$ cat config.mk
export PLATFORM = sky130hd
export DESIGN_NAME = socket_slot_and_port_table
export DESIGN_NICKNAME = d
export VERILOG_FILES = /design/src/rtl/sspt_pkg.sv /design/src/rtl/sspt_hash.sv /design/src/rtl/sspt_dpath.sv /design/src/rtl/sspt_ctrl.sv /design/src/rtl/socket_slot_and_port_table.sv
export SDC_FILE = /design/constraint.sdc
export NUM_CORES = 2
export LEC_CHECK = 0
export ABC_AREA = 1
export BUFFER_PORTS_ARGS = -buffer_cell sky130_fd_sc_hd__buf_2
export CELL_PAD_IN_SITES_DETAIL_PLACEMENT = 1
export CELL_PAD_IN_SITES_GLOBAL_PLACEMENT = 1
export CORE_MARGIN = 2
export CORE_UTILIZATION = 51
export DETAILED_ROUTE_END_ITERATION = 8
export PLACE_DENSITY_LB_ADDON = 0.1
export SYNTH_ARGS = -nofsm -noshare
export SYNTH_HDL_FRONTEND = slang
export SYNTH_SLANG_ARGS = --single-unit
$ cat constraint.sdc
create_clock -name clock -period 11.7 [get_ports clock]
set_input_delay 1.17 -clock clock [delete_from_list [all_inputs] [get_ports clock]]
set_output_delay 1.17 -clock clock [all_outputs]
set_load 0.05 [all_outputs]
$ cat src/rtl/sspt_pkg.sv
`default_nettype none
// ----------------------------------------------------------------------------
// Socket slot table package
// Shared operation codes, field widths, hash constants and the command and
// status bundles that join the controller to the datapath.
// ----------------------------------------------------------------------------
package sspt_pkg;

   localparam int KIND_W  = 2;
   localparam int OWNER_W = 16;
   localparam int SLOT_W  = 5;
   localparam int PORT_W  = 16;
   localparam int TIME_W  = 64;

   // Ephemeral ports live in the upper half of the port space.
   localparam logic [PORT_W-1:0] EPH_BASE = 16'h8000;
   localparam int                EPH_BITS = 15;

   localparam logic [63:0] HASH_MUL    = 64'd2685821657736338717;
   localparam logic [31:0] HASH_MUL_LO = HASH_MUL[31:0];
   localparam logic [31:0] HASH_MUL_HI = HASH_MUL[63:32];

   typedef enum logic [KIND_W-1:0] {
      OP_OPEN        = 2'd0,
      OP_CLOSE       = 2'd1,
      OP_CLOSE_OWNER = 2'd2,
      OP_BIND        = 2'd3
   } op_kind_type;

   typedef enum logic [2:0] {
      ST_IDLE,
      ST_DISPATCH,
      ST_OPEN_SCAN,
      ST_OWNER_SCAN,
      ST_HASH,
      ST_PORT_SCAN,
      ST_RESP
   } ctrl_state_type;

   typedef struct packed {
      logic load;        // capture the accepted request word
      logic scan_start;  // begin a sweep over all slots
      logic scan_stop;   // abandon the sweep in progress
      logic wr_open;     // claim the slot under the scan
      logic clr_slot;    // free the requested slot
      logic clr_hit;     // free the slot under the scan
      logic wr_bind;     // bind the candidate port to the requested slot
      logic cand_req;    // candidate port comes from the request
      logic cand_hash;   // candidate port comes from the hash unit
      logic hash_start;  // start a hash round
      logic hash_reseed; // seed the round with the previous hash
      logic res_wr;      // record the result of the operation
      logic res_ok;
      logic publish;     // move the result into the output register
   } sspt_cmd_type;

   typedef struct packed {
      op_kind_type kind;
      logic        owner_zero;
      logic        slot_ok;
      logic        preq_zero;
      logic        hit;
      logic        last;
      logic        hash_done;
      logic        rsp_free;
   } sspt_sts_type;

endpackage
`default_nettype wire

$ cat src/rtl/sspt_hash.sv
`default_nettype none
// ----------------------------------------------------------------------------
// Ephemeral port hash unit
// Xorshift mix followed by a 64-bit multiply by a constant, built from one
// shared 32x32 multiplier, with the cross products added into the upper half.
// ----------------------------------------------------------------------------
module sspt_hash
   import sspt_pkg::*;
(
   input  wire logic              clock,
   input  wire logic              reset,
   input  wire logic              start,
   input  wire logic              reseed,
   input  wire logic [TIME_W-1:0] seed_time,
   output logic                   done,
   output logic [63:0]            hash
);

   logic        busy_ff, busy_in;
   logic        done_ff, done_in;
   logic [1:0]  phase_ff, phase_in;
   logic [63:0] x_ff, x_in;
   logic [63:0] acc_ff, acc_in;

   logic [63:0] seed, mix_a, mix_b;
   logic [31:0] mul_a, mul_b;
   logic [63:0] prod;

   always_comb begin
      seed  = reseed ? acc_ff : seed_time;
      mix_a = seed ^ (seed >> 12);
      mix_b = mix_a ^ (mix_a << 25);
      x_in  = start ? (mix_b ^ (mix_b >> 27)) : x_ff;

      case (phase_ff)
         2'd0: begin
            mul_a = x_ff[31:0];
            mul_b = HASH_MUL_LO;
         end
         2'd1: begin
            mul_a = x_ff[31:0];
            mul_b = HASH_MUL_HI;
         end
         default: begin
            mul_a = x_ff[63:32];
            mul_b = HASH_MUL_LO;
         end
      endcase
      prod = 64'(mul_a) * 64'(mul_b);

      // The cross products only reach the upper half modulo 2^64.
      acc_in = acc_ff;
      if (busy_ff) begin
         if (phase_ff == 2'd0) begin
            acc_in = prod;
         end else begin
            acc_in = {acc_ff[63:32] + prod[31:0], acc_ff[31:0]};
         end
      end

      done_in  = busy_ff && (phase_ff == 2'd2);
      busy_in  = busy_ff;
      phase_in = phase_ff;
      if (start) begin
         busy_in  = 1'b1;
         phase_in = 2'd0;
      end else if (busy_ff) begin
         if (phase_ff == 2'd2) begin
            busy_in = 1'b0;
         end
         phase_in = phase_ff + 2'd1;
      end
   end

   always_ff @(posedge clock) begin
      if (reset) begin
         busy_ff  <= 1'b0;
         done_ff  <= 1'b0;
         phase_ff <= 2'd0;
      end else begin
         busy_ff  <= busy_in;
         done_ff  <= done_in;
         phase_ff <= phase_in;
      end
   end

   always_ff @(posedge clock) begin
      x_ff   <= x_in;
      acc_ff <= acc_in;
   end

   assign done = done_ff;
   assign hash = acc_ff;

endmodule
`default_nettype wire

$ cat src/rtl/sspt_dpath.sv
`default_nettype none
// ----------------------------------------------------------------------------
// Socket slot table datapath
// Owner and port memories with per-entry valid bits, the slot scan pipeline,
// the candidate port, the hash unit and the result registers.
// ----------------------------------------------------------------------------
module sspt_dpath
   import sspt_pkg::*;
#(
   parameter int SLOTS = 32
) (
   input  wire logic               clock,
   input  wire logic               reset,
   input  wire sspt_cmd_type       cmd,
   output sspt_sts_type            sts,
   input  wire logic [KIND_W-1:0]  req_kind,
   input  wire logic [OWNER_W-1:0] req_owner_id,
   input  wire logic [SLOT_W-1:0]  req_slot,
   input  wire logic [PORT_W-1:0]  req_port_request,
   input  wire logic [TIME_W-1:0]  req_time_value,
   output logic                    rsp_valid,
   input  wire logic               rsp_ready,
   output logic                    rsp_ok,
   output logic [SLOT_W-1:0]       rsp_slot_out,
   output logic [PORT_W-1:0]       rsp_port_out
);

   localparam int          IDX_W   = $clog2(SLOTS);
   localparam logic [31:0] SLOTS_U = 32'(SLOTS);

   // Captured request word.
   op_kind_type        op_kind_ff, op_kind_in;
   logic [OWNER_W-1:0] op_owner_ff, op_owner_in;
   logic [SLOT_W-1:0]  op_slot_ff, op_slot_in;
   logic [PORT_W-1:0]  op_preq_ff, op_preq_in;
   logic [TIME_W-1:0]  op_time_ff, op_time_in;
   logic [PORT_W-1:0]  cand_ff, cand_in;

   // Scan pipeline: issue stage and registered read stage.
   logic             issue_ff, issue_in;
   logic [IDX_W-1:0] iss_idx_ff, iss_idx_in;
   logic             dv_ff, dv_in;
   logic [IDX_W-1:0] rd_idx_ff;
   logic [OWNER_W-1:0] own_rd_ff;
   logic [PORT_W-1:0]  port_rd_ff;
   logic               own_rv_ff, port_rv_ff;

   logic [SLOTS-1:0] own_vld_ff, own_vld_in;
   logic [SLOTS-1:0] port_vld_ff, port_vld_in;

   logic [OWNER_W-1:0] own_mem [SLOTS];
   logic [PORT_W-1:0]  port_mem [SLOTS];

   logic              res_ok_ff, res_ok_in;
   logic [SLOT_W-1:0] res_slot_ff, res_slot_in;
   logic [PORT_W-1:0] res_port_ff, res_port_in;

   logic              rsp_valid_ff, rsp_valid_in;
   logic              rsp_ok_ff, rsp_ok_in;
   logic [SLOT_W-1:0] rsp_slot_ff, rsp_slot_in;
   logic [PORT_W-1:0] rsp_port_ff, rsp_port_in;

   logic               hash_done;
   logic [63:0]        hash;
   logic [IDX_W-1:0]   slot_addr;
   logic [OWNER_W-1:0] owner_val;
   logic [PORT_W-1:0]  port_val;
   logic               match;

   sspt_hash u_hash (
      .clock     (clock),
      .reset     (reset),
      .start     (cmd.hash_start),
      .reseed    (cmd.hash_reseed),
      .seed_time (op_time_ff),
      .done      (hash_done),
      .hash      (hash)
   );

   always_comb begin
      slot_addr = IDX_W'(op_slot_ff);
      // Entries never written since reset read as zero.
      owner_val = own_rv_ff ? own_rd_ff : '0;
      port_val  = port_rv_ff ? port_rd_ff : '0;

      case (op_kind_ff)
         OP_OPEN:        match = (owner_val == '0);
         OP_CLOSE_OWNER: match = (owner_val == op_owner_ff);
         OP_BIND:        match = (port_val == cand_ff);
         default:        match = 1'b0;
      endcase

      sts.kind       = op_kind_ff;
      sts.owner_zero = (op_owner_ff == '0);
      sts.slot_ok    = (32'(op_slot_ff) < SLOTS_U);
      sts.preq_zero  = (op_preq_ff == '0);
      sts.hit        = dv_ff && match;
      sts.last       = dv_ff && (rd_idx_ff == IDX_W'(SLOTS - 1));
      sts.hash_done  = hash_done;
      sts.rsp_free   = !rsp_valid_ff || rsp_ready;
   end

   always_comb begin
      op_kind_in  = op_kind_ff;
      op_owner_in = op_owner_ff;
      op_slot_in  = op_slot_ff;
      op_preq_in  = op_preq_ff;
      op_time_in  = op_time_ff;
      if (cmd.load) begin
         op_kind_in  = op_kind_type'(req_kind);
         op_owner_in = req_owner_id;
         op_slot_in  = req_slot;
         op_preq_in  = req_port_request;
         op_time_in  = req_time_value;
      end

      cand_in = cand_ff;
      if (cmd.cand_req) begin
         cand_in = op_preq_ff;
      end else if (cmd.cand_hash) begin
         cand_in = EPH_BASE | PORT_W'(hash[EPH_BITS-1:0]);
      end

      issue_in   = issue_ff;
      iss_idx_in = iss_idx_ff;
      if (cmd.scan_start) begin
         issue_in   = 1'b1;
         iss_idx_in = '0;
      end else if (cmd.scan_stop) begin
         issue_in = 1'b0;
      end else if (issue_ff) begin
         if (iss_idx_ff == IDX_W'(SLOTS - 1)) begin
            issue_in = 1'b0;
         end
         iss_idx_in = iss_idx_ff + 1'b1;
      end
      dv_in = issue_ff && !cmd.scan_stop;

      own_vld_in  = own_vld_ff;
      port_vld_in = port_vld_ff;
      if (cmd.wr_open) begin
         own_vld_in[rd_idx_ff]  = 1'b1;
         port_vld_in[rd_idx_ff] = 1'b0;
      end
      if (cmd.clr_hit) begin
         own_vld_in[rd_idx_ff]  = 1'b0;
         port_vld_in[rd_idx_ff] = 1'b0;
      end
      if (cmd.clr_slot) begin
         own_vld_in[slot_addr]  = 1'b0;
         port_vld_in[slot_addr] = 1'b0;
      end
      if (cmd.wr_bind) begin
         port_vld_in[slot_addr] = 1'b1;
      end

      res_ok_in   = res_ok_ff;
      res_slot_in = res_slot_ff;
      res_port_in = res_port_ff;
      if (cmd.res_wr) begin
         res_ok_in   = cmd.res_ok;
         res_slot_in = (cmd.res_ok && (op_kind_ff == OP_OPEN)) ? SLOT_W'(rd_idx_ff) : '0;
         res_port_in = (cmd.res_ok && (op_kind_ff == OP_BIND)) ? cand_ff : '0;
      end

      rsp_valid_in = rsp_valid_ff;
      rsp_ok_in    = rsp_ok_ff;
      rsp_slot_in  = rsp_slot_ff;
      rsp_port_in  = rsp_port_ff;
      if (cmd.publish) begin
         rsp_valid_in = 1'b1;
         rsp_ok_in    = res_ok_ff;
         rsp_slot_in  = res_slot_ff;
         rsp_port_in  = res_port_ff;
      end else if (rsp_ready) begin
         rsp_valid_in = 1'b0;
      end
   end

   always_ff @(posedge clock) begin
      if (reset) begin
         issue_ff     <= 1'b0;
         iss_idx_ff   <= '0;
         dv_ff        <= 1'b0;
         own_vld_ff   <= '0;
         port_vld_ff  <= '0;
         rsp_valid_ff <= 1'b0;
      end else begin
         issue_ff     <= issue_in;
         iss_idx_ff   <= iss_idx_in;
         dv_ff        <= dv_in;
         own_vld_ff   <= own_vld_in;
         port_vld_ff  <= port_vld_in;
         rsp_valid_ff <= rsp_valid_in;
      end
   end

   always_ff @(posedge clock) begin
      op_kind_ff  <= op_kind_in;
      op_owner_ff <= op_owner_in;
      op_slot_ff  <= op_slot_in;
      op_preq_ff  <= op_preq_in;
      op_time_ff  <= op_time_in;
      cand_ff     <= cand_in;
      res_ok_ff   <= res_ok_in;
      res_slot_ff <= res_slot_in;
      res_port_ff <= res_port_in;
      rsp_ok_ff   <= rsp_ok_in;
      rsp_slot_ff <= rsp_slot_in;
      rsp_port_ff <= rsp_port_in;
   end

   // Memories: one write and one registered read per cycle each.
   always_ff @(posedge clock) begin
      if (cmd.wr_open) begin
         own_mem[rd_idx_ff] <= op_owner_ff;
      end
      if (cmd.wr_bind) begin
         port_mem[slot_addr] <= cand_ff;
      end
      rd_idx_ff  <= iss_idx_ff;
      own_rd_ff  <= own_mem[iss_idx_ff];
      port_rd_ff <= port_mem[iss_idx_ff];
      own_rv_ff  <= own_vld_ff[iss_idx_ff];
      port_rv_ff <= port_vld_ff[iss_idx_ff];
   end

   assign rsp_valid    = rsp_valid_ff;
   assign rsp_ok       = rsp_ok_ff;
   assign rsp_slot_out = rsp_slot_ff;
   assign rsp_port_out = rsp_port_ff;

   a_one_table_write: assert property (@(posedge clock) disable iff (reset)
      $onehot0({cmd.wr_open, cmd.clr_slot, cmd.clr_hit, cmd.wr_bind}))
      else $error("more than one table update in a cycle");

   a_scan_not_restarted: assert property (@(posedge clock) disable iff (reset)
      cmd.scan_start |-> !issue_ff)
      else $error("scan restarted while a sweep is in flight");

   a_publish_free: assert property (@(posedge clock) disable iff (reset)
      cmd.publish |-> (!rsp_valid_ff || rsp_ready))
      else $error("result overwritten before it was taken");

   a_fail_fields_zero: assert property (@(posedge clock) disable iff (reset)
      (rsp_valid_ff && !rsp_ok_ff) |-> (rsp_slot_ff == '0 && rsp_port_ff == '0))
      else $error("failed result carries a slot or port");

endmodule
`default_nettype wire

$ cat src/rtl/sspt_ctrl.sv
`default_nettype none
// ----------------------------------------------------------------------------
// Socket slot table controller
// Sequences each operation: dispatch, slot scans, hash rounds with retry
// counting, and the hand-off of the result to the output register.
// ----------------------------------------------------------------------------
module sspt_ctrl
   import sspt_pkg::*;
#(
   parameter int MAX_TRIES = 8
) (
   input  wire logic         clock,
   input  wire logic         reset,
   input  wire logic         req_valid,
   output logic              req_ready,
   input  wire sspt_sts_type sts,
   output sspt_cmd_type      cmd
);

   localparam int TRY_W = $clog2(MAX_TRIES + 1);

   ctrl_state_type   state_ff, state_in;
   logic [TRY_W-1:0] try_ff, try_in;

   always_comb begin
      state_in  = state_ff;
      try_in    = try_ff;
      cmd       = '0;
      req_ready = (state_ff == ST_IDLE);

      case (state_ff)
         ST_IDLE: begin
            if (req_valid) begin
               cmd.load = 1'b1;
               state_in = ST_DISPATCH;
            end
         end
         ST_DISPATCH: begin
            case (sts.kind)
               OP_OPEN: begin
                  if (sts.owner_zero) begin
                     cmd.res_wr = 1'b1;
                     state_in   = ST_RESP;
                  end else begin
                     cmd.scan_start = 1'b1;
                     state_in       = ST_OPEN_SCAN;
                  end
               end
               OP_CLOSE: begin
                  cmd.clr_slot = sts.slot_ok;
                  cmd.res_wr   = 1'b1;
                  cmd.res_ok   = sts.slot_ok;
                  state_in     = ST_RESP;
               end
               OP_CLOSE_OWNER: begin
                  cmd.scan_start = 1'b1;
                  state_in       = ST_OWNER_SCAN;
               end
               OP_BIND: begin
                  if (!sts.slot_ok) begin
                     cmd.res_wr = 1'b1;
                     state_in   = ST_RESP;
                  end else if (!sts.preq_zero) begin
                     cmd.cand_req   = 1'b1;
                     cmd.scan_start = 1'b1;
                     state_in       = ST_PORT_SCAN;
                  end else begin
                     cmd.hash_start = 1'b1;
                     try_in         = '0;
                     state_in       = ST_HASH;
                  end
               end
               default: begin
                  state_in = ST_IDLE;
               end
            endcase
         end
         ST_OPEN_SCAN: begin
            if (sts.hit) begin
               cmd.wr_open   = 1'b1;
               cmd.scan_stop = 1'b1;
               cmd.res_wr    = 1'b1;
               cmd.res_ok    = 1'b1;
               state_in      = ST_RESP;
            end else if (sts.last) begin
               cmd.res_wr = 1'b1;
               state_in   = ST_RESP;
            end
         end
         ST_OWNER_SCAN: begin
            cmd.clr_hit = sts.hit;
            if (sts.last) begin
               cmd.res_wr = 1'b1;
               cmd.res_ok = 1'b1;
               state_in   = ST_RESP;
            end
         end
         ST_HASH: begin
            if (sts.hash_done) begin
               cmd.cand_hash  = 1'b1;
               cmd.scan_start = 1'b1;
               state_in       = ST_PORT_SCAN;
            end
         end
         ST_PORT_SCAN: begin
            if (sts.hit) begin
               cmd.scan_stop = 1'b1;
               if (sts.preq_zero && (try_ff < TRY_W'(MAX_TRIES - 1))) begin
                  cmd.hash_start  = 1'b1;
                  cmd.hash_reseed = 1'b1;
                  try_in          = try_ff + 1'b1;
                  state_in        = ST_HASH;
               end else begin
                  cmd.res_wr = 1'b1;
                  state_in   = ST_RESP;
               end
            end else if (sts.last) begin
               cmd.wr_bind = 1'b1;
               cmd.res_wr  = 1'b1;
               cmd.res_ok  = 1'b1;
               state_in    = ST_RESP;
            end
         end
         ST_RESP: begin
            if (sts.rsp_free) begin
               cmd.publish = 1'b1;
               state_in    = ST_IDLE;
            end
         end
         default: begin
            state_in = ST_IDLE;
         end
      endcase
   end

   always_ff @(posedge clock) begin
      if (reset) begin
         state_ff <= ST_IDLE;
         try_ff   <= '0;
      end else begin
         state_ff <= state_in;
         try_ff   <= try_in;
      end
   end

   a_result_then_resp: assert property (@(posedge clock) disable iff (reset)
      cmd.res_wr |=> (state_ff == ST_RESP))
      else $error("result recorded without moving to the response state");

   a_hash_done_waited: assert property (@(posedge clock) disable iff (reset)
      sts.hash_done |-> (state_ff == ST_HASH))
      else $error("hash round finished while the controller was not waiting");

   a_try_in_range: assert property (@(posedge clock) disable iff (reset)
      try_ff < TRY_W'(MAX_TRIES))
      else $error("retry count ran past the try limit");

endmodule
`default_nettype wire

$ cat src/rtl/socket_slot_and_port_table.sv
`default_nettype none
// ----------------------------------------------------------------------------
// Socket slot and port table
// Slot table with owner ids and local port binding, including ephemeral
// port selection by hash with retries.
// ----------------------------------------------------------------------------
// Each request word performs one operation and produces exactly one response
// word. Open claims the lowest free slot for a nonzero owner, close frees one
// slot, close-by-owner frees every slot of an owner, and bind gives a slot a
// local port unless some slot already holds it; a requested port of zero
// selects an ephemeral port from a hash of the time input, rehashing on each
// collision for up to MAX_TRIES hashes in all. The block handles one
// request at a time. Every search walks the slot memories one entry per
// cycle, so timing is set by that scan and by the shared multiplier of the
// hash unit. A new request is taken as soon as the previous one has finished
// its work, even while its response word still waits in the output register.
// The table is empty right after reset, with no clearing pass.
// ----------------------------------------------------------------------------
module socket_slot_and_port_table
   import sspt_pkg::*;
#(
   parameter int SLOTS     = 32,
   parameter int MAX_TRIES = 8
) (
   input  wire logic               clock,
   input  wire logic               reset,
   input  wire logic               req_valid,
   output logic                    req_ready,
   input  wire logic [KIND_W-1:0]  req_kind,
   input  wire logic [OWNER_W-1:0] req_owner_id,
   input  wire logic [SLOT_W-1:0]  req_slot,
   input  wire logic [PORT_W-1:0]  req_port_request,
   input  wire logic [TIME_W-1:0]  req_time_value,
   output logic                    rsp_valid,
   input  wire logic               rsp_ready,
   output logic                    rsp_ok,
   output logic [SLOT_W-1:0]       rsp_slot_out,
   output logic [PORT_W-1:0]       rsp_port_out
);

   // The controller and the datapath talk only through these two bundles.
   sspt_cmd_type cmd;
   sspt_sts_type sts;

   sspt_ctrl #(
      .MAX_TRIES (MAX_TRIES)
   ) u_ctrl (
      .clock     (clock),
      .reset     (reset),
      .req_valid (req_valid),
      .req_ready (req_ready),
      .sts       (sts),
      .cmd       (cmd)
   );

   sspt_dpath #(
      .SLOTS (SLOTS)
   ) u_dpath (
      .clock            (clock),
      .reset            (reset),
      .cmd              (cmd),
      .sts              (sts),
      .req_kind         (req_kind),
      .req_owner_id     (req_owner_id),
      .req_slot         (req_slot),
      .req_port_request (req_port_request),
      .req_time_value   (req_time_value),
      .rsp_valid        (rsp_valid),
      .rsp_ready        (rsp_ready),
      .rsp_ok           (rsp_ok),
      .rsp_slot_out     (rsp_slot_out),
      .rsp_port_out     (rsp_port_out)
   );

endmodule
`default_nettype wire

==> Word-level counts from Yosys, hierarchy flattened <==
Memory sizes are Yosys's and may differ from the RTL's. A register that Yosys moved wholly into a read port is not among the register bits.
Index checks and enable logic that the tools add are counted.
{ "totals": {"in_bits": 107, "ff_bits": 381, "out_inout_bits": 24, "n_memories": 2, "ramBits": 1024, "wordCells": 194} }
{ "op_classes": {"add_sub_neg": 4, "n_lt_le_gt_ge": 6, "n_bitwise": 13, "mux": 89, "multipliers": 1, "n_eq_ne": 22, "n_reduce_logical": 28} }
{ "mem_list": {"columns": ["name", "depth", "word_bits", "read_ports", "rd_ports_with_merged_regs", "wr", "line", "rtl"], "rows": [
  ["u_dpath.own_mem", 32, 16, 1, 1, 1, "sspt_dpath.sv:51", "logic [OWNER_W-1:0] own_mem [SLOTS];"],
  ["u_dpath.port_mem", 32, 16, 1, 1, 1, "sspt_dpath.sv:52", "logic [PORT_W-1:0] port_mem [SLOTS];"]
]} }
{ "ops": {"columns": ["operator", "n"], "rows": [
  ["2-to-1 mux 32 bit", 8],
  ["AND 32 bit", 5],
  ["2-to-1 mux 64 bit", 2],
  ["multiplier 32 x 32 -> 64 bit", 1],
  ["2-to-1 mux 16 bit", 4],
  ["NOT 32 bit", 2],
  ["OR 32 bit", 2],
  ["bitwise XOR 64 x 37 -> 64 bit", 1],
  ["bitwise XOR 64 x 52 -> 64 bit", 1],
  ["bitwise XOR 64 bit", 1],
  ["logical NOT 16 bit", 3],
  ["2-to-1 mux 1 bit", 44],
  ["adder 32 bit", 1],
  ["== test 16 bit", 2],
  ["2-to-1 mux 31 bit", 1],
  ["2-to-1 mux 3 bit", 7],
  ["one-hot mux 3 bit (7 select lines)", 1],
  ["less-than comparator 5 x 6 -> 1 bit, second input constant", 3],
  ["2-to-1 mux 4 bit", 4],
  ["one-hot mux 3 bit (4 select lines)", 1],
  ["binary-select mux 1 bit (select 5 bit)", 2],
  ["demux 1 bit (select 5 bit)", 2],
  ["== test 5 bit, second input constant", 2],
  [">= comparator 5 x 1 -> 1 bit, second input constant", 2],
  ["27 further kinds", 61]
]} }

==> Depth between registers and ports, before layout <==
{ "depth": {"word_depth": 13, "ltp_mapped": 51} }

==> By module <==
Synthesis repeated with hierarchy kept, for this count alone.
{ "hier_totals": {"cells_unflattened": 8128, "hier_area_um2": 85648.4} }
{ "modules_own_cells": {"columns": ["module", "area_each_um2", "cells_each", "instances", "seq_area_each_um2"], "rows": [
  ["sspt_dpath", 51456.9, 4334, 1, 37866.3],
  ["sspt_hash", 33558.4, 3679, 1, 3923.8],
  ["sspt_ctrl", 633.1, 115, 1, 140.1]
]} }

==> Worst setup path after synthesis <==
OpenSTA, ideal clock, no wires.
{ "synth_path": {"kind": "reg2reg", "from": "reg u_dpath.u_hash.phase_ff[0]", "to": "reg u_dpath.u_hash.acc_ff[63], in the netlist u_dpath.u_hash.hash[63], data pin", "path_slack_ns": 2.350, "setup_time_ns": 0.256, "period_less_slack_ns": 9.350, "stages_incl_launch_ff": 40, "arrival_ns": 9.095, "path_cell_list": "dfxtp_1 > inv_1 > ha_1 > clkbuf_1 > nor2_1 > clkbuf_1 > clkbuf_1 > nand2_1 > o21ai_0 > inv_1 > nor2_1 > fa_1 > fa_1 > fa_1 > fa_1 > inv_1 > fa_1 > inv_1 > [4 not listed] > inv_1 > ha_1 > nand2_1 > nor2_1 > inv_1 > nor2_1 > inv_1 > o21ai_0 > xor2_1 > ha_1 > a21oi_1 > inv_1 > a21oi_1 > o221a_2 > nand2_1 > nand3b_1 > nand3_1 > nand2_1"} }
{ "synth_between": {"elab_chain_cells": 6, "elab_cells_between_ends": 8, "cone_classes": "1 x add/sub; 1 x mul; 1 x eq/ne; 3 x mux; 2 x reduce/logical"} }
{ "synth_rtl": {"columns": ["item", "line", "rtl"], "rows": [
  ["from (decl)", "sspt_hash.sv:21", "logic [1:0] phase_ff, phase_in;"],
  ["from (signal assigned)", "sspt_hash.sv:83", "phase_ff <= phase_in;"],
  ["== test 2 x 1 -> 1 bit or logical NOT 2 bit (tied branches)", "sspt_hash.sv:35", "case (phase_ff)"],
  ["OR reduction 2 bit (no line)", null, null],
  ["2-to-1 mux 32 bit", "sspt_hash.sv:35", null],
  ["multiplier 32 x 32 -> 64 bit *", "sspt_hash.sv:49", "prod = 64'(mul_a) * 64'(mul_b);"],
  ["via u_dpath.u_hash.prod[26]", "sspt_hash.sv:27", "logic [63:0] prod;"],
  ["adder 32 bit *", "sspt_hash.sv:57", "acc_in = {acc_ff[63:32] + prod[31:0], acc_ff[31:0]};"],
  ["2-to-1 mux 64 bit *", "sspt_hash.sv:54", "if (phase_ff == 2'd0) begin"],
  ["to (signal assigned)", "sspt_hash.sv:89", "acc_ff <= acc_in;"],
  ["to (decl)", "sspt_hash.sv:23", "logic [63:0] acc_ff, acc_in;"]
]} }
The timed path passes the listed nets; every way through them passes the cells marked *.
A chain may end at the register's enable or synchronous reset.

==> Worst setup path in the final report <==
Same ends and word-level chain as after synthesis.

==> key figures <==
Yosys
  • Synthesized area per cell: ~10 um^2
  • Post-synth ARST share: 0
  • Area share of xor/xnor cells in the synthesized design: 0.00555
  • Synth cell types: 59
  • Area share of fa/ha/maj cells after synthesis: 0.206
  • Sequential fraction of the synthesis area: 0.492
  • Post-synth EDFFs: between 1000 and 1500
  • Synth warnings: 0
  • Top_reg_cell synth: edfxtp_1
  • Mux contribution to synthesized area: 0
  • Main combinational cell family by area after synthesis: adder cells
  • FF+latch count, synth: 1437
  • Post-Synth Simple-Gate Area: 0.131
  • Post-Synthesis Cells: ~8300
  • Synth Area in Compound Gates: 0.0974
  • Post-Syn Area: 0.0852 mm^2

CTS
  • H-tree depth: 4
  • CTS tree: yes
  • Clk Latency, worst-skew pair: 0.83 ns
  • CTS root buffer: clkbuf_16
  • Reg clk slew, reported paths: ~0.060 ns
  • # Post-CTS Setup Buffers: 0
  • Clock Tree Buf Depth: 3
  • Post-CTS Hold Fix Bufs: 0
  • Clk sinks: 1437
  • Post-CTS Resized: 0
  • Cts bufs inserted: ~160

Critical path
  • Worst path bufs/invs: 9
  • Crit Reg-Reg Endpoint: u_dpath.u_hash.hash[63]
  • Cell family with most CP delay: adder cells
  • Critical path's slowest cell: nor2_1
  • Max FO, Critical Path: 54
  • Reg2Reg Setup Slack: approximately 1.1 ns
  • FF-to-FF Start: u_dpath.u_hash.phase_ff[0]
  • Max incr delay on CP: around 0.61 ns
  • CP endpoint kind: flop
  • Worst EP required: between 10 and 15 ns
  • Setup CP Type: reg -> reg
  • Arrival time worst endpoint: roughly 11 ns
  • Reg2reg path depth: 35
  • Startpoint types: flop

Floorplan
  • Core area: roughly 0.17 mm^2
  • Io pins: roughly 130
  • Die area: between 0.15 and 0.2 mm^2
  • Die Height: 413 um
  • Initial Utilization: 0.512
  • FP Rows: 150
  • Die W: between 400 and 500 um

GRT
  • First-pass GRT wire length: ~430000 um
  • Vias in the first global route: about 67000
  • GR Overflow Total: 0
  • Largest net degree at the start of global routing: roughly 180
  • GRT Util Overall: 0.349
  • Antenna violations before repair: 3

Timing
  • Tcrit/Tclk final: 0.910
  • Maximum clock frequency: 0.0939 GHz
  • Setup WS post-layout: around 1.1 ns
  • Minimum clock period: roughly 11 ns
  • Max Slew Vio Count: 0
  • RSZ-0062 raised after global routing: no
  • Max transition margin: 0.169
  • Final Hold Viols: 0
  • Least-Margin Pin Slew: roughly 1.2 ns
  • Setup TNS: 0 ns
  • Final Skew: about 0.040 ns
  • Final setup violation count: 0

Drt
  • Drt wl/cell: ~27 um
  • Via-per-instance ratio: between 5 and 6
  • Post-Route WL: slightly below 300000 um
  • DRT antenna net count: 0
  • DRT Pass-1 Iters: 5
  • DRT iter0 DRCs: about 5100
  • # DRC: 0
  • Vias: between 60000 and 70000

Placed design
  • Hpwl dp: 216000 um
  • PortBufs: 130
  • Setup WS pre-CTS: 1.33 ns
  • Gpl congestion: 0.977
  • DP Cell Count: approximately 11000

Final layout
  • Share of cells above drive strength 1: 0.0746
  • Nets: 9631
  • Core Util, Final: 0.565
  • Area occupied by multi-input gates: ~0.038 mm^2
  • FF/Latch Area: 0.0419 mm^2
  • Non-Filler Instances: roughly 11000
  • Fill cell count: 18000
  • ANT cells: 0
  • Synth-to-layout area growth: 10.4%

Worst hold path
  • Hold crit path type: reg -> reg
  • Worst hold start: u_dpath.res_port_ff[9]
  • Hold path cells: 0
  • WHS Endpoint: u_dpath.rsp_port_out[9]

Power
  • Power Density: 185 mW/mm^2
  • PnR Total Power: 17.4 mW
  • Leak: 38.9 nW
  • Maximum VDD drop: approximately 0.17 mV

Run status
  • Run status: complete, no violations

Run
  • # Max-Cap Violations: 0
cell type report:
class,instances,share of cell area
clock buffer,211,0.0456
clock inverter,73,0.00925
inverter,1210,0.0484
multi-input combinational,5393,0.402
sequential,1437,0.446
tap,2204,0.0293
timing repair buffer,285,0.0196
flip-flops by register name, summed over array words and instances (netlist names), 5 cells and up:
name,count
u_dpath.op_slot_ff,5
u_dpath.cand_ff,16
u_dpath.own_mem,512
u_dpath.iss_idx_ff,5
u_dpath.rsp_slot_out,5
u_dpath.own_vld_ff,32
u_dpath.u_hash.x_ff,64
u_dpath.op_owner_ff,16
u_dpath.op_time_ff,64
u_dpath.rd_idx_ff,5
u_dpath.rsp_port_out,16
u_dpath.port_vld_ff,32
u_dpath.res_port_ff,16
u_dpath.own_rd_ff,16
u_dpath.port_mem,512
u_dpath.op_preq_ff,16
u_dpath.u_hash.hash,64
u_dpath.res_slot_ff,5
u_dpath.port_rd_ff,16
per-layer routing:
layer / up-vias / track usage / share of wire
li1: 28000 / - / -
met1: 32100 / 0.431 / 0.39
met2: 2009 / 0.596 / 0.50
met3: 576 / 0.0459 / 0.052
met4: 6 / 0.187 / 0.062
met5: - / 0 / 0.00014
logic make-up after synthesis:
family,count (synthesis)
buffers and inverters,1509
xor gates and xnor gates,54
AOI/OAI and AO/OA,1451
DFF,1437
adders and majority gates,1041
other,2
and+or+nand+nor,2788
power breakdown:
part / leakage [nW] / internal [mW] / switching, mW
Combinational: 23.5 / 1.70 / 4.44
Sequential: 12.9 / 6.08 / 0.181
Clock: 2.50 / 2.90 / 2.11
Total: 38.9 / 10.7 / 6.73
stage by stage:
stage / cell area, um^2 / hold slack [ns]
final: 94100 / 0.413
after global routing: 94100 / 0.427
after CTS: 94100 / 0.419
after detailed placement: 89000 / 0.406
after global placement: 88900 / 0.399
after floorplan: 85400 / 0.349
worst max path at each step:
stage	start	to	slack [ns]	depth (start not counted)
floorplan	u_dpath.u_hash.phase_ff[0]	u_dpath.u_hash.hash[63]	2.35	39
global placement	u_dpath.u_hash.phase_ff[1]	u_dpath.u_hash.hash[53]	0.97	27
detailed placement	u_dpath.u_hash.phase_ff[0]	u_dpath.u_hash.hash[63]	1.33	35
CTS	u_dpath.u_hash.phase_ff[0]	u_dpath.u_hash.hash[63]	1.20	35
global route	u_dpath.u_hash.phase_ff[0]	u_dpath.u_hash.hash[59]	0.38	37
finish	u_dpath.u_hash.phase_ff[0]	u_dpath.u_hash.hash[63]	1.05	35
layout by cell type, fill, tap and decap left out, drive strengths merged, types with 4 or more instances in the layout:
cell,n
nand2,1471
edfxtp,1315
inv,1215
nor2,1030
o21ai,862
fa,602
ha,439
buf,285
clkbuf,211
o22ai,201
a21oi,163
nand3,151
dfxtp,122
o221ai,95
conb,59
nand4,52
clkinv,50
o211ai,45
xor2,36
nor3,30
nor3b,24
a31oi,18
xnor2,18
o21a,16
bufinv,14
o21bai,13
a21o,13
nor4,13
or2,9
nand3b,7
a2111oi,7
a221oi,5
a211oi,4
clkinvlp,4
cells in the mapped netlist, types with 45 or more instances:
cell      number  share of area
a21oi_1      163         0.0096
clkbuf_1     246          0.011
dfxtp_1      122          0.029
edfxtp_1    1315           0.46
fa_1         602           0.14
ha_1         439          0.064
inv_1       1201          0.053
nand2_1     1453          0.064
nand3_1      148         0.0087
nand4_1       51         0.0037
nor2_1      1025          0.045
o211ai_1      45         0.0040
o21ai_0      793          0.047
o21ai_1       49         0.0029
o221ai_1      95         0.0098
o22ai_1      201          0.015
(Power assumes the default switching activity.)
